===== src/hdl/lfr_pkg.sv =====
// ----------------------------------------------------------------------------
// lfr_pkg: shared types and constants of the luma frame rotator
// Holds the beat types of both channels, the configuration bundle, the
// command that travels from the front end to the back end, and the codes
// and helper functions used by more than one file.
// ----------------------------------------------------------------------------
package lfr_pkg;

  // Fixed widths of the frame geometry.
  localparam int WORD_W = 32;  // one word holds four 8-bit pixels
  localparam int DIM_W  = 9;   // width_groups / height_groups, 1..256
  localparam int ROW_W  = 10;  // destination row, below 1024
  localparam int COL_W  = 8;   // destination column, below 256
  localparam int IDX_W  = 18;  // word index inside a frame, below 262144
  localparam int TOT_W  = 19;  // word count of a frame, up to 262144
  localparam int CMP_W  = 21;  // range compare against the store capacity
  localparam int QDEPTH = 2;   // command queue depth

  // Operation carried by an input beat.
  localparam logic OP_LOAD = 1'b0;
  localparam logic OP_EMIT = 1'b1;

  // Rotation modes.
  localparam logic [1:0] MODE_NONE   = 2'd0;
  localparam logic [1:0] MODE_ROT270 = 2'd1;
  localparam logic [1:0] MODE_ROT180 = 2'd2;
  localparam logic [1:0] MODE_ROT90  = 2'd3;

  // Configuration register indexes.
  localparam logic [1:0] REG_MODE   = 2'd0;
  localparam logic [1:0] REG_WIDTH  = 2'd1;
  localparam logic [1:0] REG_HEIGHT = 2'd2;

  // Configuration reset values.
  localparam logic [DIM_W-1:0] RESET_WIDTH  = 9'd80;
  localparam logic [DIM_W-1:0] RESET_HEIGHT = 9'd60;

  // Back-end command kinds.
  localparam logic [1:0] CMD_WRITE  = 2'd0;  // store one source word
  localparam logic [1:0] CMD_COPY   = 2'd1;  // read one word as is
  localparam logic [1:0] CMD_FLIP   = 2'd2;  // read one word, bytes reversed
  localparam logic [1:0] CMD_GATHER = 2'd3;  // one byte from each of four words

  // Byte lane masks.
  localparam logic [WORD_W-1:0] BYTE3_MASK = 32'hFF000000;
  localparam logic [WORD_W-1:0] BYTE2_MASK = 32'h00FF0000;
  localparam logic [WORD_W-1:0] BYTE1_MASK = 32'h0000FF00;
  localparam logic [WORD_W-1:0] BYTE0_MASK = 32'h000000FF;

  typedef struct packed {
    logic              op;
    logic [WORD_W-1:0] source_word;
  } in_item_t;

  typedef struct packed {
    logic [WORD_W-1:0] dest_word;
    logic              last;
  } out_item_t;

  typedef struct packed {
    logic [1:0]       rotation_mode;
    logic [DIM_W-1:0] width_groups;
    logic [DIM_W-1:0] height_groups;
  } cfg_t;

  typedef struct packed {
    logic [1:0]        kind;
    logic [IDX_W-1:0]  addr;    // first word index
    logic [DIM_W-1:0]  stride;  // index step between gathered words
    logic [1:0]        lane;    // source byte picked by a gather
    logic [WORD_W-1:0] data;    // word to store
    logic              last;
  } cmd_t;

  // Dimensions of zero act as one, those above 256 act as 256.
  function automatic logic [DIM_W-1:0] clamp_dim(input logic [DIM_W-1:0] v);
    logic [DIM_W-1:0] r;
    if (v == '0) begin
      r = DIM_W'(1);
    end else if (v[DIM_W-1] && (v[DIM_W-2:0] != '0)) begin
      r = DIM_W'(256);
    end else begin
      r = v;
    end
    return r;
  endfunction

  // Reverse the four pixels of a word.
  function automatic logic [WORD_W-1:0] byte_swap(input logic [WORD_W-1:0] w);
    return ((w & BYTE3_MASK) >> 24) | ((w & BYTE2_MASK) >> 8)
         | ((w & BYTE1_MASK) << 8)  | ((w & BYTE0_MASK) << 24);
  endfunction

endpackage


===== src/hdl/lfr_queue.sv =====
// ----------------------------------------------------------------------------
// lfr_queue: command queue between front end and back end
// A small register FIFO that lets either side stall without holding up
// the other.
// ----------------------------------------------------------------------------
module lfr_queue import lfr_pkg::*; (
  input  logic clk,
  input  logic rst,
  input  cmd_t push_cmd,
  input  logic push_valid,
  output logic push_ready,
  output cmd_t pop_cmd,
  output logic pop_valid,
  input  logic pop_ready
);

  localparam int PW = (QDEPTH > 1) ? $clog2(QDEPTH) : 1;
  localparam int CW = $clog2(QDEPTH + 1);

  cmd_t          entries [QDEPTH];
  logic [PW-1:0] wr_ptr;
  logic [PW-1:0] rd_ptr;
  logic [CW-1:0] count;
  logic          push_fire;
  logic          pop_fire;

  assign push_ready = (count != CW'(QDEPTH));
  assign pop_valid  = (count != '0);
  assign pop_cmd    = entries[rd_ptr];
  assign push_fire  = push_valid && push_ready;
  assign pop_fire   = pop_valid && pop_ready;

  // Pointers and occupancy.
  always_ff @(posedge clk) begin
    if (rst) begin
      wr_ptr <= '0;
      rd_ptr <= '0;
      count  <= '0;
    end else begin
      if (push_fire) begin
        wr_ptr <= (wr_ptr == PW'(QDEPTH - 1)) ? '0 : wr_ptr + PW'(1);
      end
      if (pop_fire) begin
        rd_ptr <= (rd_ptr == PW'(QDEPTH - 1)) ? '0 : rd_ptr + PW'(1);
      end
      if (push_fire && !pop_fire) begin
        count <= count + CW'(1);
      end else if (pop_fire && !push_fire) begin
        count <= count - CW'(1);
      end
    end
  end

  // Entry storage.
  always_ff @(posedge clk) begin
    if (push_fire) begin
      entries[wr_ptr] <= push_cmd;
    end
  end

endmodule


===== config.mk =====
export PLATFORM = sky130hd
export DESIGN_NAME = lfr_queue
export DESIGN_NICKNAME = d
export VERILOG_FILES = /design/src/hdl/lfr_pkg.sv /design/src/hdl/lfr_queue.sv
export SDC_FILE = /design/constraint.sdc
export NUM_CORES = 1
export LEC_CHECK = 0
export ABC_AREA = 0
export BUFFER_PORTS_ARGS = -buffer_cell sky130_fd_sc_hd__buf_2
export CAP_MARGIN = 20
export CORE_MARGIN = 1.5
export CORE_UTILIZATION = 40
export DETAILED_ROUTE_END_ITERATION = 8
export PLACE_DENSITY = 0.66
export SYNTH_ARGS = -nofsm -noshare
export SYNTH_HDL_FRONTEND = slang
export SYNTH_SLANG_ARGS = --single-unit

===== constraint.sdc =====
create_clock -name clk -period 2.4 [get_ports clk]
set_input_delay 0 -clock clk [delete_from_list [all_inputs] [get_ports clk]]
set_output_delay 0 -clock clk [all_outputs]
set_load 0.05 [all_outputs]

==> metrics.txt, run 1 <==
pwr/cell area=1150 nW/um^2; first-pass GRT wire length=14,200 um; Slew @ Worst Pin=0.479 ns; Gate Count Post-Synth=223; final hold vios=0; post-DR vias/cell=4.61; # IOs=134; synthesized area=4840 um^2; crit path max fanout=24; crit path launch type=flip-flop; highest-count cells in the layout ignoring fill and taps=buf_2 (133), edfxtp_1 (128), dlygate4sd3_1 (66); DP HPWL=5430 um; GRT Resource Usage Total=15.0%; Placeable Area=11,600 um^2; H-tree levels=4; Leak=2.62 nW; Final Cell Area=6900 um^2; number of DRC markers in iteration 0=112; fin crit period=1.78 ns; Slew headroom=68.0%; HP Start=pop_ready; worst-path cell chain=nand2b_1 > nand3b_1 > clkinvlp_4 > buf_12; drt total wl=9090 um; RSZ-0062 raised after global routing=false; RePlAce Congestion=0.668; max_cap viols=0; register area share after synthesis=81.5%; drt wl/cell=15.3 um; clock root buffer=clkbuf_16; maximum vdd drop=682 uV; pre-CTS setup slack=0.612 ns; Worst EP arrival=1.93 ns; crit path capture type=flip-flop; Post-DP Area=5730 um^2; Synth cell types=18; slowest cell on the critical path=clkinvlp_4; Area Overhead vs Synth=42.7%; Clock Path Buffers=2; Design Power=7.92 mW; total grt overflow=0; max-slew violation count=0; CP required=2.55 ns; Routed Antenna Nets=0; status=finished, final reports clean; largest net degree at the start of global routing=33; Initial Util=41.7%; most common cell after layout, fill and taps aside=buf_2; total number of vias=2,742; Hold WS=0.0162 ns; FF-to-FF Start=count[0]$_SDFFE_PP0P_; syn_nets=292; Setup TNS=0 ns; Row Count=39; Final Setup Violations=0; CP max stage delay=0.43 ns; average size of a mapped cell=21.7 um^2; Clock Sink Count=133; Setup Skew=0.00632 ns; n_diodes=0; Syn. warnings=0; register bit total from synthesis=133; initial antenna violation count=0; share of layout cells above drive strength 1=50.7%; crit path launch=count[0]$_SDFFE_PP0P_; fin nets=509; Die Width=113 um; FMAX=0.562 GHz; port bufs=133; Worst-Skew Late Latency=0.40 ns; final worst path period share=74.1%; die extent in y=113 um; Top delay family on crit path=buffers and inverters; die area=12,800 um^2; vias in the first global route=2,949; worst hold path class=in2reg; PostCTS Resize Cnt=0; WP buf/inv=2; CTS tree=built; crit path kind=reg2reg; drt pass-1 iters=4; Num CTS Buffers=17; register clock-pin slew on the reported worst setup and hold paths=0.05 ns; DRC Markers=0; final worst setup slack=0.622 ns
synth_stat cells:
master,count,area [um^2]
or3_1,1,6.26
mux2_2,64,721
edfxtp_1,128,3840
nand2b_1,1,6.26
inv_1,1,3.75
or2_2,1,6.26
nand3b_1,1,7.51
and3_1,1,6.26
a21oi_1,2,10.0
o21ai_0,2,10.0
a21bo_2,1,10.0
dfxtp_1,5,100
xor2_1,3,26.3
nor2_1,3,11.3
buf_2,1,5.00
ha_1,1,12.5
and2_1,1,6.26
buf_4,6,45.0
stage by stage:
step / instances / util [%]
floorplan: 223 / -
global placement: 498 / 49.4
detailed placement: 498 / 49.4
CTS: 595 / 59.4
global route: 595 / 59.4
finish: 595 / 59.4
kinds of logic (layout without fill, tap and decap cells):
| kind of cell | after synthesis | after routing | share of synthesized area (%) |
|---|---|---|---|
| AO/OA/AOI/OAI | 5 | 5 | 0.621 |
| flip-flops | 133 | 133 | 81.5 |
| adder cells (fa/ha/maj) | 1 | 1 | 0.259 |
| AND/OR/NAND/NOR | 9 | 9 | 1.04 |
| XOR/XNOR | 3 | 3 | 0.543 |
| buffers and inverters | 8 | 237 | 1.11 |
| multiplexers | 64 | 64 | 14.9 |
area by class of cell:
type	instances	area, um^2
clock buffers	23	448
clock inverters	8	60.1
fillers	900	4710
inverters	1	7.51
multi-input cells	82	841
flip-flops and latches	133	3950
well taps	143	179
repair buffers	205	1420
registers in the layout (all words and copies together), names as in the netlist, named ones only:
signal   flops
entries    128
rd_ptr       1
wr_ptr       1
count        2
tightest hold or removal path, delay by kind of cell:
family | cells | cell delay [ns]
AO/OA/AOI/OAI | 1 | 0.12
XOR/XNOR | 1 | 0.10
buffers and inverters | 1 | 0.10
AND/OR/NAND/NOR | 1 | 0.07
worst paths after layout:
kind                              end  slack, ns  depth (start not counted)
min reg2reg       rd_ptr$_SDFFE_PP0P_       0.50                          2
min               rd_ptr$_SDFFE_PP0P_       0.02                          4
max reg2reg  entries[0][15]$_DFFE_PP_       0.62                          4
max          entries[0][15]$_DFFE_PP_       0.62                          4
metal layers:
metal | track usage, % | wire [um] | share of wire, %
met5 | 0 | 0 | 0
met4 | 7.00 | 187 | 2.1
met3 | 5.46 | 580 | 6.4
met2 | 25.2 | 4570 | 50
met1 | 17.2 | 3750 | 41
power by group:
group / internal, mW / switching (mW)
combinational: 0.810 / 1.90
sequential: 2.90 / 0.0726
clock: 1.39 / 0.834
repair_timing:
item,in CTS,in global routing
hold endpoints to repair,133,0
endpoints found under the setup margin,0,0
buffers inserted,0,0
hold buffers,66,0
(Power assumes the default switching activity.)
==> run 2, diff against run 1 <==
PLACE_DENSITY = unset   (was 0.66)
clock period = 1.8 ns   (was 2.4 ns; I/O delays follow)
==> metrics.txt, run 2 (same netlist as run 1, synthesis figures left out) <==
largest net degree at the start of global routing=38 (+15%); Placeable Area=11,600 um^2 (unchanged); first-pass GRT wire length=14,100 um (-0.68%); area of the multi-input gates=848 um^2 (+0.89%); clock root buffer=clkbuf_16; most common cell after layout, fill and taps aside=buf_2; DP HPWL=5400 um (-0.54%); final worst path period share=92.2%; CP required=1.80 ns (-0.75 ns); final hold vios=0 (unchanged); drt pass-1 iters=4 (unchanged); share of layout cells above drive strength 1=51.2% (+0.55 points); post-DR vias/cell=4.70 (+2.1%); die area=12,800 um^2 (unchanged); pwr/cell area=1530 nW/um^2 (+33%); Clock Path Buffers=2 (unchanged); RSZ-0062 raised after global routing=false; maximum vdd drop=819 uV (+20%); H-tree levels=4 (unchanged); Clock Sink Count=133 (unchanged); crit path max fanout=29 (+21%); biggest regs=entries (128), count (2); Design Power=10.6 mW (+34%); max FFs per register=128 (unchanged); Worst EP arrival=1.66 ns (-0.27 ns); number of DRC markers in iteration 0=134 (+20%); Worst-Skew Late Latency=0.41 ns (about the same); total grt overflow=0 (unchanged); Row Count=39 (unchanged); worst hold path class=in2reg; drt wl/cell=15.0 um (-1.6%); crit path kind=reg2out; Final Non-Filler Cells=596 (+0.17%); max-slew violation count=0 (unchanged); DRC Markers=0 (unchanged); Final Setup Violations=0 (unchanged); port bufs=133 (unchanged); GRT Resource Usage Total=14.9% (-0.092 points); status=finished, final reports clean; FMAX=0.603 GHz; highest-count cells in the layout ignoring fill and taps=buf_2 (133), edfxtp_1 (128), dlygate4sd3_1 (67); final-layout fill cell count=881 (-2.1%); crit path capture type=primary output; Die Width=113 um (unchanged); n_diodes=0 (unchanged); fin crit period=1.66 ns; Leak=2.63 nW (+0.51%); drt total wl=8960 um (-1.4%); RePlAce Congestion=0.667 (-0.15%); # IOs=134 (unchanged); Area Overhead vs Synth=43.2%; Routed Antenna Nets=0 (unchanged); crit path launch type=flip-flop; total number of vias=2,804 (+2.3%); most flop-heavy register=entries; CTS tree=built; Num CTS Buffers=17 (unchanged); initial antenna violation count=0 (unchanged); max_cap viols=0 (unchanged); Slew headroom=80.1% (+12 points); Initial Util=41.7% (unchanged); Slew @ Worst Pin=0.295 ns (-0.184 ns); register clock-pin slew on the reported worst setup and hold paths=0.05 ns (about the same); FF/Latch Area=3950 um^2 (about the same); vias in the first global route=2,907 (-1.4%); fin nets=511 (+0.39%); die extent in y=113 um (unchanged); placed insts=499 (+0.20%); Setup Skew=0.0101 ns (+0.00377 ns)
run 2: cell count changes in the layout (fill, tap and decap cells not counted):
cell / change
clkinv_1: +1
clkbuf_1: -2
dlygate4sd3_1: +1
buf_6: +1
dfxtp_2: +1
dfxtp_1: -1
nand2b_4: +1
nand2b_1: -1
run 2: layout make-up:
type	count	share of cell area, %
Sequential cell	133	57.0
Timing Repair Buffer	207	20.8
Multi-Input combinational cell	82	12.2
Clock buffer	21	6.36
Tap cell	143	2.58
Clock inverter	9	0.921
Inverter	1	0.108
run 2: worst paths after layout:
kind | slack, ns | from | end | cells past startpoint
max reg2reg | 0.25 | count[1]$_SDFFE_PP0P_ | count[1]$_SDFFE_PP0P_ | 5
min | 0.31 | push_cmd[49] | entries[1][49]$_DFFE_PP_ | 2
max | 0.14 | flip-flop | pop_cmd[37] | 3
min reg2reg | 0.50 | rd_ptr$_SDFFE_PP0P_ | flip-flop | 2
run 2: timing repair:
item	CTS	global route
endpoints found under the setup margin	3	0
endpoints found under the hold margin	133	0
resized for setup	1	0
hold buffers	67	0
buffers inserted	0	0
run 2: where the power goes:
| group | internal [mW] | switching (mW) | leakage [nW] | total [mW] |
|---|---|---|---|---|
| Combinational | 1.11 | 2.54 | 1.14 | 3.65 |
| Clock | 1.84 | 1.12 | 0.248 | 2.97 |
| Sequential | 3.87 | 0.107 | 1.24 | 3.98 |
| Total | 6.83 | 3.77 | 2.63 | 10.6 |
run 2: stage by stage:
stage | worst slack, ns | util [%] | hold WS, ns | setup TNS, ns | area (um^2)
5_1_grt | 0.0684 | 59.7 | 0.301 | 0 | 6930
3_5_place_dp | 0.260 | 49.5 | 0.192 | 0 | 5750
3_3_place_gp | 0.301 | 49.5 | 0.189 | 0 | 5750
2_1_floorplan | -0.259 | - | 0.0650 | -22.92 | 4850
6_report | 0.141 | 59.7 | 0.306 | 0 | 6930
4_1_cts | 0.0952 | 59.7 | 0.286 | 0 | 6930
run 2: critical path, cell delays in order (launching register included):
cell and delay, ns:
dfxtp_2 0.35, buf_6 0.28, mux2_2 0.39, buf_2 0.21
run 2: routing by layer:
| metal | part of all wire [%] | track usage, % | vias to the layer above |
|---|---|---|---|
| met1 | 43 | 17.1 | 1374 |
| li1 | - | - | 1317 |
| met2 | 49 | 24.8 | 104 |
| met3 | 7.2 | 6.59 | 9 |
| met4 | 0.94 | 5.50 | 0 |
| met5 | 0 | 0 | - |
==> run 3, diff against run 2 <==
PLACE_DENSITY = 0.65   (was unset)
==> metrics.txt, run 3 (same netlist as run 1, synthesis figures left out) <==
status=finished, final reports clean; final worst path period share=92.3% (+0.19 points); die area=12,800 um^2 (unchanged); Top delay family on crit path=buffers and inverters; Final Setup Violations=0 (unchanged); final-layout fill cell count=875 (-0.68%); Worst EP arrival=1.66 ns (about the same); DRC Markers=0 (unchanged); drt pass-1 iters=4 (unchanged); number of DRC markers in iteration 0=113 (-16%); Die Width=113 um (unchanged); Slew @ Worst Pin=0.296 ns (+0.000960 ns); WP buf/inv=2 (unchanged); worst-path cell chain=buf_6 > mux2_2 > buf_2; Num CTS Buffers=17 (unchanged); total number of vias=2,762 (-1.5%); Clock Sink Count=133 (unchanged); Initial Util=41.7% (unchanged); maximum vdd drop=908 uV (+11%); pwr/cell area=1510 nW/um^2 (-1.0%); Clock Path Buffers=2 (unchanged); crit path kind=reg2out; largest net degree at the start of global routing=35 (-7.9%); Final Cell Area=6900 um^2 (-0.43%); final hold vios=0 (unchanged); highest-count cells in the layout ignoring fill and taps=buf_2 (133), edfxtp_1 (128), dlygate4sd3_1 (66); pre-CTS setup slack=0.195 ns (-0.0651 ns); crit path launch type=flip-flop; GRT Resource Usage Total=14.3% (-0.55 points); share of layout cells above drive strength 1=51.2% (about the same); H-tree levels=4 (unchanged); WHS Path Cells=4 (+2); Leak=2.61 nW (-0.56%); slowest cell on the critical path=mux2_2; RePlAce Congestion=0.699 (+4.8%); crit path max fanout=30 (+3.4%); CP required=1.80 ns (about the same); post-DR vias/cell=4.65 (-1.2%); first-pass GRT wire length=13,600 um (-3.7%); biggest regs=entries (128), count (2); FMAX=0.602 GHz (-0.21%); FF/Latch Area=3950 um^2 (unchanged); max_cap viols=0 (unchanged); total grt overflow=0 (unchanged); Slew headroom=80.1% (about the same); area of the multi-input gates=848 um^2 (unchanged); RSZ-0062 raised after global routing=false; Placeable Area=11,600 um^2 (unchanged); initial antenna violation count=0 (unchanged); most common cell after layout, fill and taps aside=buf_2; max FFs per register=128 (unchanged); DP HPWL=5360 um (-0.82%); max-slew violation count=0 (unchanged); fin crit period=1.66 ns (+0.00341 ns); die extent in y=113 um (unchanged); crit path capture type=primary output; Post-DP Area=5750 um^2 (about the same); Row Count=39 (unchanged); fin nets=509 (-0.39%); Worst-Skew Late Latency=0.40 ns (about the same); drt total wl=8890 um (-0.77%); port bufs=133 (unchanged); worst hold path class=in2reg; register clock-pin slew on the reported worst setup and hold paths=0.05 ns (about the same); Setup Skew=0.00798 ns (-0.00211 ns); Routed Antenna Nets=0 (unchanged); final worst setup slack=0.138 ns (-0.00341 ns); CP max stage delay=0.38 ns (about the same); # IOs=134 (unchanged); Area Overhead vs Synth=42.6%; n_diodes=0 (unchanged); most flop-heavy register=entries; clock root buffer=clkbuf_16; drt wl/cell=15.0 um (-0.44%); R2R depth=5 (unchanged); stages on the worst setup path=3 (unchanged); CTS tree=built; vias in the first global route=2,884 (-0.79%); Setup TNS=0 ns (unchanged)
## run 3: changes by cell type in the layout (fill, tap and decap cells not counted)
| cell | previous run | this run |
|---|---|---|
| clkinv_1 | 5 | 6 |
| bufinv_16 | 1 | 0 |
| clkinv_2 | 3 | 4 |
| dlygate4sd3_1 | 67 | 66 |
| buf_4 | 2 | 0 |
| buf_12 | 4 | 5 |
| clkbuf_1 | 4 | 3 |
## run 3: cell type report
class	instances	share of cell area, %
clock buffers	20	6.33
well taps	143	2.59
multi-input cells	82	12.3
flip-flops and latches	133	57.2
clock inverters	10	0.617
repair buffers	205	20.8
inverters	1	0.109
## run 3: per-stage QoR
stage	hold WS, ns	cells	power (mW)	util, %
finish	0.0203	594	10.4	59.4
global route	0.0392	594	10.8	59.4
CTS	0.0125	594	10.5	59.4
detailed placement	0.192	498	7.61	49.5
global placement	0.187	498	7.56	49.5
floorplan	0.0650	223	6.81	-
## run 3: path summary, 6_finish.rpt
kind	startpoint	slack (ns)	end
setup / recovery	flip-flop	0.14	pop_cmd[42]
hold / removal	pop_ready	0.02	flip-flop
setup reg to reg	count[1]$_SDFFE_PP0P_	0.19	count[1]$_SDFFE_PP0P_
hold reg to reg	rd_ptr$_SDFFE_PP0P_	0.52	flip-flop
## run 3: repair_timing
item                                   CTS  global route
setup buffers                            0             0
setup endpoints to repair                0            12
resized for setup                        0             1
endpoints found under the hold margin  133             0
hold buffers                            66             0
## run 3: worst min-delay path, delay by kind of cell
family	cells	cell delay, ns
simple gates	1	0.08
xor+xnor	1	0.10
compound gates	1	0.12
buf+inv	1	0.09
## run 3: metal layers
layer  part of all wire [%]  track usage (%)
met2                     51             24.6
met5                      0                0
met1                     41             15.9
met4                    1.6             7.00
met3                    6.1             5.20
## run 3: power breakdown
| group | internal [mW] | total, mW | switching [mW] |
|---|---|---|---|
| clock network | 1.70 | 2.80 | 1.10 |
| logic | 1.12 | 3.66 | 2.54 |
| registers | 3.87 | 3.99 | 0.111 |
| total | 6.69 | 10.4 | 3.76 |
