## src/hdl/lfr_pkg.sv

```systemverilog
// ----------------------------------------------------------------------------
// lfr_pkg: shared types and constants of the luma frame rotator
// Holds the beat types of both channels, the configuration bundle, the
// command that travels from the front end to the back end, and the codes
// and helper functions used by more than one file.
// ----------------------------------------------------------------------------
package lfr_pkg;

  // Fixed widths of the frame geometry.
  localparam int WORD_W = 32;  // one word holds four 8-bit pixels
  localparam int DIM_W  = 9;   // width_groups / height_groups, 1..256
  localparam int ROW_W  = 10;  // destination row, below 1024
  localparam int COL_W  = 8;   // destination column, below 256
  localparam int IDX_W  = 18;  // word index inside a frame, below 262144
  localparam int TOT_W  = 19;  // word count of a frame, up to 262144
  localparam int CMP_W  = 21;  // range compare against the store capacity
  localparam int QDEPTH = 2;   // command queue depth

  // Operation carried by an input beat.
  localparam logic OP_LOAD = 1'b0;
  localparam logic OP_EMIT = 1'b1;

  // Rotation modes.
  localparam logic [1:0] MODE_NONE   = 2'd0;
  localparam logic [1:0] MODE_ROT270 = 2'd1;
  localparam logic [1:0] MODE_ROT180 = 2'd2;
  localparam logic [1:0] MODE_ROT90  = 2'd3;

  // Configuration register indexes.
  localparam logic [1:0] REG_MODE   = 2'd0;
  localparam logic [1:0] REG_WIDTH  = 2'd1;
  localparam logic [1:0] REG_HEIGHT = 2'd2;

  // Configuration reset values.
  localparam logic [DIM_W-1:0] RESET_WIDTH  = 9'd80;
  localparam logic [DIM_W-1:0] RESET_HEIGHT = 9'd60;

  // Back-end command kinds.
  localparam logic [1:0] CMD_WRITE  = 2'd0;  // store one source word
  localparam logic [1:0] CMD_COPY   = 2'd1;  // read one word as is
  localparam logic [1:0] CMD_FLIP   = 2'd2;  // read one word, bytes reversed
  localparam logic [1:0] CMD_GATHER = 2'd3;  // one byte from each of four words

  // Byte lane masks.
  localparam logic [WORD_W-1:0] BYTE3_MASK = 32'hFF000000;
  localparam logic [WORD_W-1:0] BYTE2_MASK = 32'h00FF0000;
  localparam logic [WORD_W-1:0] BYTE1_MASK = 32'h0000FF00;
  localparam logic [WORD_W-1:0] BYTE0_MASK = 32'h000000FF;

  typedef struct packed {
    logic              op;
    logic [WORD_W-1:0] source_word;
  } in_item_t;

  typedef struct packed {
    logic [WORD_W-1:0] dest_word;
    logic              last;
  } out_item_t;

  typedef struct packed {
    logic [1:0]       rotation_mode;
    logic [DIM_W-1:0] width_groups;
    logic [DIM_W-1:0] height_groups;
  } cfg_t;

  typedef struct packed {
    logic [1:0]        kind;
    logic [IDX_W-1:0]  addr;    // first word index
    logic [DIM_W-1:0]  stride;  // index step between gathered words
    logic [1:0]        lane;    // source byte picked by a gather
    logic [WORD_W-1:0] data;    // word to store
    logic              last;
  } cmd_t;

  // Dimensions of zero act as one, those above 256 act as 256.
  function automatic logic [DIM_W-1:0] clamp_dim(input logic [DIM_W-1:0] v);
    logic [DIM_W-1:0] r;
    if (v == '0) begin
      r = DIM_W'(1);
    end else if (v[DIM_W-1] && (v[DIM_W-2:0] != '0)) begin
      r = DIM_W'(256);
    end else begin
      r = v;
    end
    return r;
  endfunction

  // Reverse the four pixels of a word.
  function automatic logic [WORD_W-1:0] byte_swap(input logic [WORD_W-1:0] w);
    return ((w & BYTE3_MASK) >> 24) | ((w & BYTE2_MASK) >> 8)
         | ((w & BYTE1_MASK) << 8)  | ((w & BYTE0_MASK) << 24);
  endfunction

endpackage

```

## src/hdl/lfr_front.sv

```systemverilog
// ----------------------------------------------------------------------------
// lfr_front: input beat classification and address generation
// Takes one input beat at a time, keeps the load and emit pointers, works
// out the frame size and the source word addresses with a single shared
// multiplier, and pushes one command per beat into the command queue.
// ----------------------------------------------------------------------------
module lfr_front import lfr_pkg::*; (
  input  logic     clk,
  input  logic     rst,
  input  in_item_t in_data,
  input  logic     in_valid,
  output logic     in_ready,
  input  cfg_t     cfg,
  output cmd_t     push_cmd,
  output logic     push_valid,
  input  logic     push_ready
);

  localparam logic [1:0] F_IDLE = 2'd0;  // waiting for a beat
  localparam logic [1:0] F_DIM  = 2'd1;  // frame size product
  localparam logic [1:0] F_ADDR = 2'd2;  // address product
  localparam logic [1:0] F_PUSH = 2'd3;  // hand the command to the queue

  logic [1:0]        state;
  logic              op_q;
  logic [WORD_W-1:0] src_q;
  logic [TOT_W-1:0]  total;
  logic [TOT_W-1:0]  prod;
  logic [IDX_W-1:0]  load_pointer;
  logic [ROW_W-1:0]  emit_row;
  logic [COL_W-1:0]  emit_col;

  logic [DIM_W-1:0]  cw;
  logic [DIM_W-1:0]  hg;
  logic [ROW_W:0]    rows;
  logic              emit_wrap;
  logic [ROW_W-1:0]  r_eff;
  logic [COL_W-1:0]  c_eff;
  logic [DIM_W-1:0]  col_mirror;
  logic [ROW_W-1:0]  col4;
  logic [ROW_W-1:0]  mult_a;
  logic [DIM_W-1:0]  mult_b;
  logic [TOT_W-1:0]  mult_p;

  logic [IDX_W-1:0]  lp_eff;
  logic [TOT_W-1:0]  lp_inc;
  logic [IDX_W-1:0]  lp_next;
  logic [TOT_W-1:0]  n_lin;
  logic [TOT_W-1:0]  addr_w;
  logic [ROW_W:0]    row_inc;
  logic [COL_W:0]    col_inc;
  logic [1:0]        kind;
  logic [1:0]        lane;

  // Clamped geometry from the configuration registers.
  assign cw   = clamp_dim(cfg.width_groups);
  assign hg   = clamp_dim(cfg.height_groups);
  assign rows = {hg, 2'b00};

  // An emit position left outside the frame by a size change restarts at zero.
  assign emit_wrap = ({1'b0, emit_row} >= rows) || ({1'b0, emit_col} >= cw);
  assign r_eff     = emit_wrap ? '0 : emit_row;
  assign c_eff     = emit_wrap ? '0 : emit_col;

  // Shared multiplier: width times height groups for the frame size, then
  // row times width for straight and 180 degree reads, or source column
  // group times height for the quarter turns.
  assign col_mirror = cw - DIM_W'(1) - DIM_W'(c_eff);
  assign col4 = (cfg.rotation_mode == MODE_ROT90) ? {c_eff, 2'b00}
                                                  : {col_mirror[COL_W-1:0], 2'b00};

  always_comb begin
    if (state == F_DIM) begin
      mult_a = ROW_W'(cw);
      mult_b = hg;
    end else if (cfg.rotation_mode inside {MODE_ROT270, MODE_ROT90}) begin
      mult_a = col4;
      mult_b = hg;
    end else begin
      mult_a = r_eff;
      mult_b = cw;
    end
  end

  assign mult_p = TOT_W'(mult_a) * TOT_W'(mult_b);

  // Load pointer with restart and wrap.
  assign lp_eff  = ({1'b0, load_pointer} >= total) ? '0 : load_pointer;
  assign lp_inc  = TOT_W'(lp_eff) + TOT_W'(1);
  assign lp_next = (lp_inc >= total) ? '0 : lp_inc[IDX_W-1:0];

  // Emit position advance.
  assign row_inc = {1'b0, emit_row} + (ROW_W+1)'(1);
  assign col_inc = {1'b0, emit_col} + (COL_W+1)'(1);

  // First source word of the destination word, by mode.
  assign n_lin = prod + TOT_W'(emit_col);

  always_comb begin
    case (cfg.rotation_mode)
      MODE_NONE: begin
        addr_w = n_lin;
        kind   = CMD_COPY;
        lane   = 2'd0;
      end
      MODE_ROT180: begin
        addr_w = total - TOT_W'(1) - n_lin;
        kind   = CMD_FLIP;
        lane   = 2'd0;
      end
      MODE_ROT90: begin
        addr_w = prod + TOT_W'(hg) - TOT_W'(1) - TOT_W'(emit_row[ROW_W-1:2]);
        kind   = CMD_GATHER;
        lane   = emit_row[1:0];
      end
      default: begin
        addr_w = prod + TOT_W'(emit_row[ROW_W-1:2]);
        kind   = CMD_GATHER;
        lane   = ~emit_row[1:0];
      end
    endcase
  end

  // Command toward the back end.
  always_comb begin
    push_cmd.data   = src_q;
    push_cmd.stride = hg;
    if (op_q == OP_LOAD) begin
      push_cmd.kind = CMD_WRITE;
      push_cmd.addr = lp_eff;
      push_cmd.lane = 2'd0;
      push_cmd.last = 1'b0;
    end else begin
      push_cmd.kind = kind;
      push_cmd.addr = addr_w[IDX_W-1:0];
      push_cmd.lane = lane;
      push_cmd.last = (row_inc == rows) && (col_inc == cw);
    end
  end

  assign in_ready   = (state == F_IDLE);
  assign push_valid = (state == F_PUSH);

  // Sequencer and pointer registers.
  always_ff @(posedge clk) begin
    if (rst) begin
      state        <= F_IDLE;
      load_pointer <= '0;
      emit_row     <= '0;
      emit_col     <= '0;
    end else begin
      case (state)
        F_IDLE: begin
          if (in_valid) begin
            state <= F_DIM;
          end
        end
        F_DIM: begin
          state <= F_ADDR;
        end
        F_ADDR: begin
          if (op_q == OP_EMIT) begin
            emit_row <= r_eff;
            emit_col <= c_eff;
          end
          state <= F_PUSH;
        end
        F_PUSH: begin
          if (push_ready) begin
            if (op_q == OP_LOAD) begin
              load_pointer <= lp_next;
            end else if (col_inc >= cw) begin
              emit_col <= '0;
              emit_row <= (row_inc >= rows) ? '0 : row_inc[ROW_W-1:0];
            end else begin
              emit_col <= col_inc[COL_W-1:0];
            end
            state <= F_IDLE;
          end
        end
        default: begin
          state <= F_IDLE;
        end
      endcase
    end
  end

  // Beat capture and product registers.
  always_ff @(posedge clk) begin
    if ((state == F_IDLE) && in_valid) begin
      op_q  <= in_data.op;
      src_q <= in_data.source_word;
    end
    if (state == F_DIM) begin
      total <= {mult_p[TOT_W-3:0], 2'b00};
    end
    if (state == F_ADDR) begin
      prod <= mult_p;
    end
  end

endmodule

```

## config.mk

```make
export PLATFORM = sky130hd
export DESIGN_NAME = lfr_front
export DESIGN_NICKNAME = d
export VERILOG_FILES = /design/src/hdl/lfr_pkg.sv /design/src/hdl/lfr_front.sv
export SDC_FILE = /design/constraint.sdc
export NUM_CORES = 1
export LEC_CHECK = 0
export CORE_MARGIN = 2
export CORE_UTILIZATION = 50
export DETAILED_ROUTE_END_ITERATION = 8
export DONT_BUFFER_PORTS = 1
export SETUP_SLACK_MARGIN = 0.2
export SYNTH_ARGS = -nofsm -noshare
export SYNTH_HDL_FRONTEND = slang
export SYNTH_SLANG_ARGS = --single-unit
export TNS_END_PERCENT = 5
```

## constraint.sdc

```tcl
create_clock -name clk -period 19.75 [get_ports clk]
set_input_delay 3.95 -clock clk [delete_from_list [all_inputs] [get_ports clk]]
set_output_delay 3.95 -clock clk [all_outputs]
set_load 0.02 [all_outputs]
```

==> impl_metrics.yaml, run 1 <==
setup_path:
  r2r-end: "prod[17]$_DFFE_PP_"
  worstSetupEndpointType: "register"
  reg2reg_depth: 31
  critPathKind: "in -> reg"
  cp_common_cell: "fa_1"
  startpoint_type: "input port"
  critical_path.max_stage_delay_ps: 690
  crit_path_max_fanout: 11
  cp.arrival_ps: 12350
  reg2reg_slack_ps: 10950
  r2r_start: "emit_col[0]$_SDFFE_PP0P_"
  cp.required_ps: 19850
  slowest_stage: "a221oi_1"
timing:
  grt_setup_unrepaired: "false"
  fmax_mhz: 81.6
  period_minus_slack_ps: 12250
  tightest_slew_ps: 1190
  setup_viol: 0
  maxSlewViolCount: 0
  setup_ws_ps: 7500
  fin_crit_sh: 0.620
  max-slew-margin-rel: 0.194
  hold_violations: 0
  fin_skew_ps: 19.3
  setup_tns_ps: 0
placement:
  gp_congestion: 0.925
  place_ws_ps: 7240
  io_buffers: 0
  hpwl_um: 28800
  placed_area_um2: 13400
cts:
  clk_path_buf_depth: 2
  numCtsBuffers: 9
  hold_buffers: 0
  cts_root_buf: "clkbuf_16"
  clk_pin_slew_ps: 90
  clkSinkCount: 106
  insertion_delay_ps: 370
  postCtsSetupRepairBufs: 0
  cts_htree_levels: 3
  cts-resized-gates: 0
  cts_tree: "yes"
route:
  first_iter_violations: 728
  post_drt_wl_per_cell_um: 19.5
  wl_um: 35700
  first_pass_iters: 5
  antenna_left: 0
  via_per_inst: 5.98
  drcViolationCount: 0
  via_count: 10900
grt:
  gr-usage-all-layers: 0.260
  grt.overflow.total: 0
  grt_start_max_net_pins: 61
  grt_pass1_vias: 10800
  antenna_found_initial: 0
  grt_pass1_wl_um: 57700
yosys:
  syn_area_um2: 13100
  synth_cell_types: 91
  synthArstFlopShare: 0
  synth_top_area_cell: "ha_1"
  synth_area_leaders: "ha_1 17%, edfxtp_1 16%, fa_1 11%"
  yosysTopAreaCellShare: 0.174
  syn_nets: 1827
  ys_warn_count: 0
  synth_seq_cells: 106
  ys_seq_area_frac: 0.213
  ys.flop_type: "edfxtp_1"
  synth-edff-count: 68
  synth_cells: 1518
  syn_area_per_cell_um2: 8.66
finish:
  drive_gt1_frac: 0.0368
  syn_to_final_growth_pct: 4.60
  final_cell_area_um2: 13800
  final_common_cell: "ha_1"
  antenna_cells: 0
  nFillCells: 2497
  final_cell_mix: "182 x ha_1, 180 x inv_1, 141 x nor2_1"
  nNetsFinal: 1800
min_path:
  hold_depth: 2
  hp-class: "reg -> reg"
  whs_endpoint: "load_pointer[1]$_SDFFE_PP0P_"
  min-delay-start: "load_pointer[1]$_SDFFE_PP0P_"
die:
  die_h_um: 166
  row_count: 59
  die-area_um2: 27600
  fp.dieW_um: 166
  start_util: 0.507
  io_pins: 123
  core_um2: 25900
flow_run:
  maxCapViolCount: 0
status:
  status: "finished, final reports clean"
power:
  p_per_area_nw_per_um2: 116
  p_leak_nw: 6.03
  vdd_drop_max_uv: 60.0
[critical path, delay by kind of cell]
| family | cells | cell delay [ps] |
|---|---|---|
| buffers and inverters | 4 | 430 |
| adders and majority gates | 8 | 3420 |
| xor gates and xnor gates | 2 | 200 |
| and+or+nand+nor | 8 | 1660 |
| AOI/OAI and AO/OA | 12 | 2680 |
[per-layer routing]
metal / track usage / share of wire
met3: 0.0350 / 0.059
met2: 0.428 / 0.47
met4: 0.0707 / 0.021
met1: 0.360 / 0.45
met5: 0 / 0
[cells in the mapped netlist, drive strengths merged, types with 4 or more instances]
cell type and count:
edfxtp 68, clkbuf 32, o2111ai 8, fa 69
o211ai 18, nor3b 7, o21a 23, o41ai 5
a211o 6, nor2 141, and2 12, a21boi 5
nand2 129, inv 181, o31a 4, o21bai 12
a32oi 7, o31ai 4, nor3 40, a22oi 6
ha 183, a211oi 7, a22o 6, or3 7
nand2b 25, or4b 5, xnor2 77, buf 13
mux4 5, nand3 47, a41o 5, mux2i 5
nand4 9, and4 4, dfxtp 38, xor2 34
nor2b 21, a21o 17, nor4 7, a32o 6
and3 21, o21ai 60, a21oi 64, a31oi 20
[flip-flops by register name (all words and copies together), names as in the netlist]
signal and cells:
emit_col 8, emit_row 10, load_pointer 18, op_q 1, prod 18, src_q 32, state 2, total 17
[kinds of logic (layout without fill, tap and decap cells)]
kind of cell    count (synthesis)  count (layout)  share of synthesized area
flops                         106             106                      0.213
mux                            13              13                     0.0152
fa+ha+maj                     252             252                      0.279
simple gates                  489             489                      0.179
compound gates                320             320                      0.173
buf+inv                       227             205                     0.0661
xor+xnor                      111             111                     0.0739
[area by class of cell]
class,count,area (um2),share of cell area
Multi-Input combinational cell,1185,9480,0.689
Tap cell,335,419,0.0305
Timing Repair Buffer,7,52.6,0.00382
Inverter,182,683,0.0497
Clock buffer,9,225,0.0164
Clock inverter,7,91.3,0.00664
Sequential cell,106,2800,0.204
[per-stage QoR]
stage / instances / util / total power, mW / hold WS (ps)
2_1_floorplan: 1518 / - / 1.18 / 462
3_3_place_gp: 1815 / 0.519 / 1.39 / 495
3_5_place_dp: 1815 / 0.519 / 1.40 / 509
4_1_cts: 1831 / 0.531 / 1.60 / 521
5_1_grt: 1831 / 0.531 / 1.75 / 548
6_report: 1831 / 0.531 / 1.59 / 515
[worst max-delay path by stage]
stage	from	endpoint	slack (ps)
5_1_grt	cfg[3]	prod[17]$_DFFE_PP_	6860
4_1_cts	cfg[3]	prod[17]$_DFFE_PP_	7610
6_report	cfg[3]	prod[17]$_DFFE_PP_	7500
2_1_floorplan	cfg[16]	prod[17]$_DFFE_PP_	8010
3_3_place_gp	cfg[16]	prod[17]$_DFFE_PP_	7340
3_5_place_dp	cfg[3]	prod[17]$_DFFE_PP_	7240
[where the power goes]
group | switching, mW | internal, mW | total (mW)
Clock | 0.0984 | 0.0913 | 0.190
Sequential | 0.0689 | 0.328 | 0.397
Combinational | 0.603 | 0.403 | 1.01
Power figures use the tool's default switching activity.
==> run 2, diff against run 1 <==
PLACE_DENSITY = 0.68   (was not set)
clock period = 11 ns   (was 19.75 ns; I/O delays follow)
==> impl_metrics.yaml, run 2 (synthesis gave the netlist of run 1 again) <==
timing:
  hold_violations: 0
  fin_crit_sh: 0.915
  fin_skew_ps: 14.8
  max-slew-margin-rel: 0.223
  tightest_slew_ps: 1150
  maxSlewViolCount: 0
  setup_tns_ps: 0
  period_minus_slack_ps: 10060
  setup_viol: 0
  setup_ws_ps: 937
  fmax_mhz: 99.4
  grt_setup_unrepaired: "false"
grt:
  grt_pass1_vias: 10500
  grt.overflow.total: 0
  antenna_found_initial: 1
  grt_start_max_net_pins: 61
  grt_pass1_wl_um: 56500
  gr-usage-all-layers: 0.255
setup_path:
  startpoint_type: "input port"
  worstSetupEndpointType: "register"
  cp.required_ps: 11110
  reg2reg_depth: 33
  critPathLaunch: "cfg[16]"
  critPathKind: "in -> reg"
  r2r-end: "prod[17]$_DFFE_PP_"
  r2r_start: "emit_col[0]$_SDFFE_PP0P_"
  critical_path.max_stage_delay_ps: 520
  crit_path_max_fanout: 8
  cp.arrival_ps: 10170
  reg2reg_slack_ps: 2450
  cp_common_cell: "fa_1"
  slowest_stage: "fa_1"
route:
  post_drt_wl_per_cell_um: 19.2
  via_per_inst: 5.98
  first_iter_violations: 1017
  antenna_left: 0
  wl_um: 35300
  drcViolationCount: 0
  via_count: 11000
  first_pass_iters: 6
cts:
  clk_path_buf_depth: 2
  numCtsBuffers: 9
  clk_pin_slew_ps: 80
  hold_buffers: 0
  clkSinkCount: 106
  insertion_delay_ps: 370
  cts_root_buf: "clkbuf_16"
  cts_htree_levels: 3
  cts_tree: "yes"
min_path:
  min-delay-start: "load_pointer[0]$_SDFFE_PP0P_"
  whs_endpoint: "load_pointer[0]$_SDFFE_PP0P_"
  hold_depth: 2
  hp-class: "reg -> reg"
die:
  start_util: 0.507
  core_um2: 25900
  row_count: 59
  io_pins: 123
  fp.dieW_um: 166
  die-area_um2: 27600
  die_h_um: 166
power:
  p_int_mw: 1.48
  combPwrFrac: 0.631
  switching_share: 0.483
  p_sw_mw: 1.38
  p_leak_nw: 6.08
  pwr-share-seq: 0.250
  vdd_drop_max_uv: 129
  p_per_area_nw_per_um2: 207
  clkPwrFrac: 0.119
finish:
  antenna_cells: 0
  syn_to_final_growth_pct: 5.18
  nNetsFinal: 1809
  final_cell_mix: "182 x ha_1, 180 x inv_1, 140 x nor2_1"
  nFillCells: 2339
  reg_top3: "src_q x32, load_pointer x18, prod x18"
  regMostFlops: "src_q"
  drive_gt1_frac: 0.0439
  largest_reg_flops: 32
  final_cell_area_um2: 13800
  final_common_cell: "ha_1"
placement:
  io_buffers: 0
  place_ws_ps: 380
  hpwl_um: 28200
  gp_congestion: 0.936
  placed_area_um2: 13500
flow_run:
  maxCapViolCount: 0
status:
  status: "finished, final reports clean"
run 2: changes by cell type in the layout (fill, tap and decap cells not counted), sizes merged:
cell / previous run / this run
clkinv: 6 / 5
inv: 183 / 184
buf: 7 / 16
run 2: layer usage:
metal | part of all wire | track usage | wire length, um
met1 | 0.44 | 0.348 | 15600
met2 | 0.46 | 0.413 | 16400
met3 | 0.067 | 0.0365 | 2380
met4 | 0.027 | 0.0911 | 953
met5 | 0.00054 | 0 | 19
run 2: stage by stage:
| step | total power, mW | util | instances | hold WS, ps |
|---|---|---|---|---|
| final | 2.86 | 0.534 | 1840 | 505 |
| after global routing | 3.12 | 0.534 | 1840 | 521 |
| after CTS | 2.86 | 0.533 | 1840 | 504 |
| after detailed placement | 2.51 | 0.521 | 1824 | 493 |
| after global placement | 2.48 | 0.521 | 1824 | 488 |
| after floorplan | 2.12 | - | 1518 | 462 |
run 2: area by class of cell:
| type | instances | area (um2) | area share |
|---|---|---|---|
| clock buffer | 9 | 225 | 0.0163 |
| clock inverter | 7 | 91.3 | 0.00661 |
| inverter | 182 | 683 | 0.0494 |
| multi-input combinational | 1185 | 9490 | 0.686 |
| sequential | 106 | 2800 | 0.203 |
| tap | 335 | 419 | 0.0303 |
| timing repair buffer | 16 | 120 | 0.00869 |
run 2: worst max-delay path: cells and delay by family:
family | cells | cell delay [ps]
and+or+nand+nor | 7 | 1060
AOI/OAI and AO/OA | 15 | 3290
adders and majority gates | 8 | 3140
xor gates and xnor gates | 2 | 150
buffers and inverters | 4 | 300
run 2: power groups by stage:
stage / Sequential [mW] / Clock, mW / Combinational, mW
final: 0.713 / 0.340 / 1.80
after global routing: 0.723 / 0.359 / 2.04
after global placement: 0.722 / 0 / 1.76
after detailed placement: 0.721 / 0 / 1.79
after CTS: 0.712 / 0.344 / 1.81
after floorplan: 0.680 / 0 / 1.44
run 2: worst max-delay path by stage:
stage	end	slack, ps
6_report	prod[17]$_DFFE_PP_	940
3_5_place_dp	prod[17]$_DFFE_PP_	380
5_1_grt	prod[17]$_DFFE_PP_	270
3_3_place_gp	prod[17]$_DFFE_PP_	590
4_1_cts	prod[17]$_DFFE_PP_	740
2_1_floorplan	prod[17]$_DFFE_PP_	1010
run 2: what timing repair did:
item	CTS	global route
endpoints found under the setup margin	0	3
hold endpoints to repair	0	0
resized for setup	0	2
buffers inserted	0	0
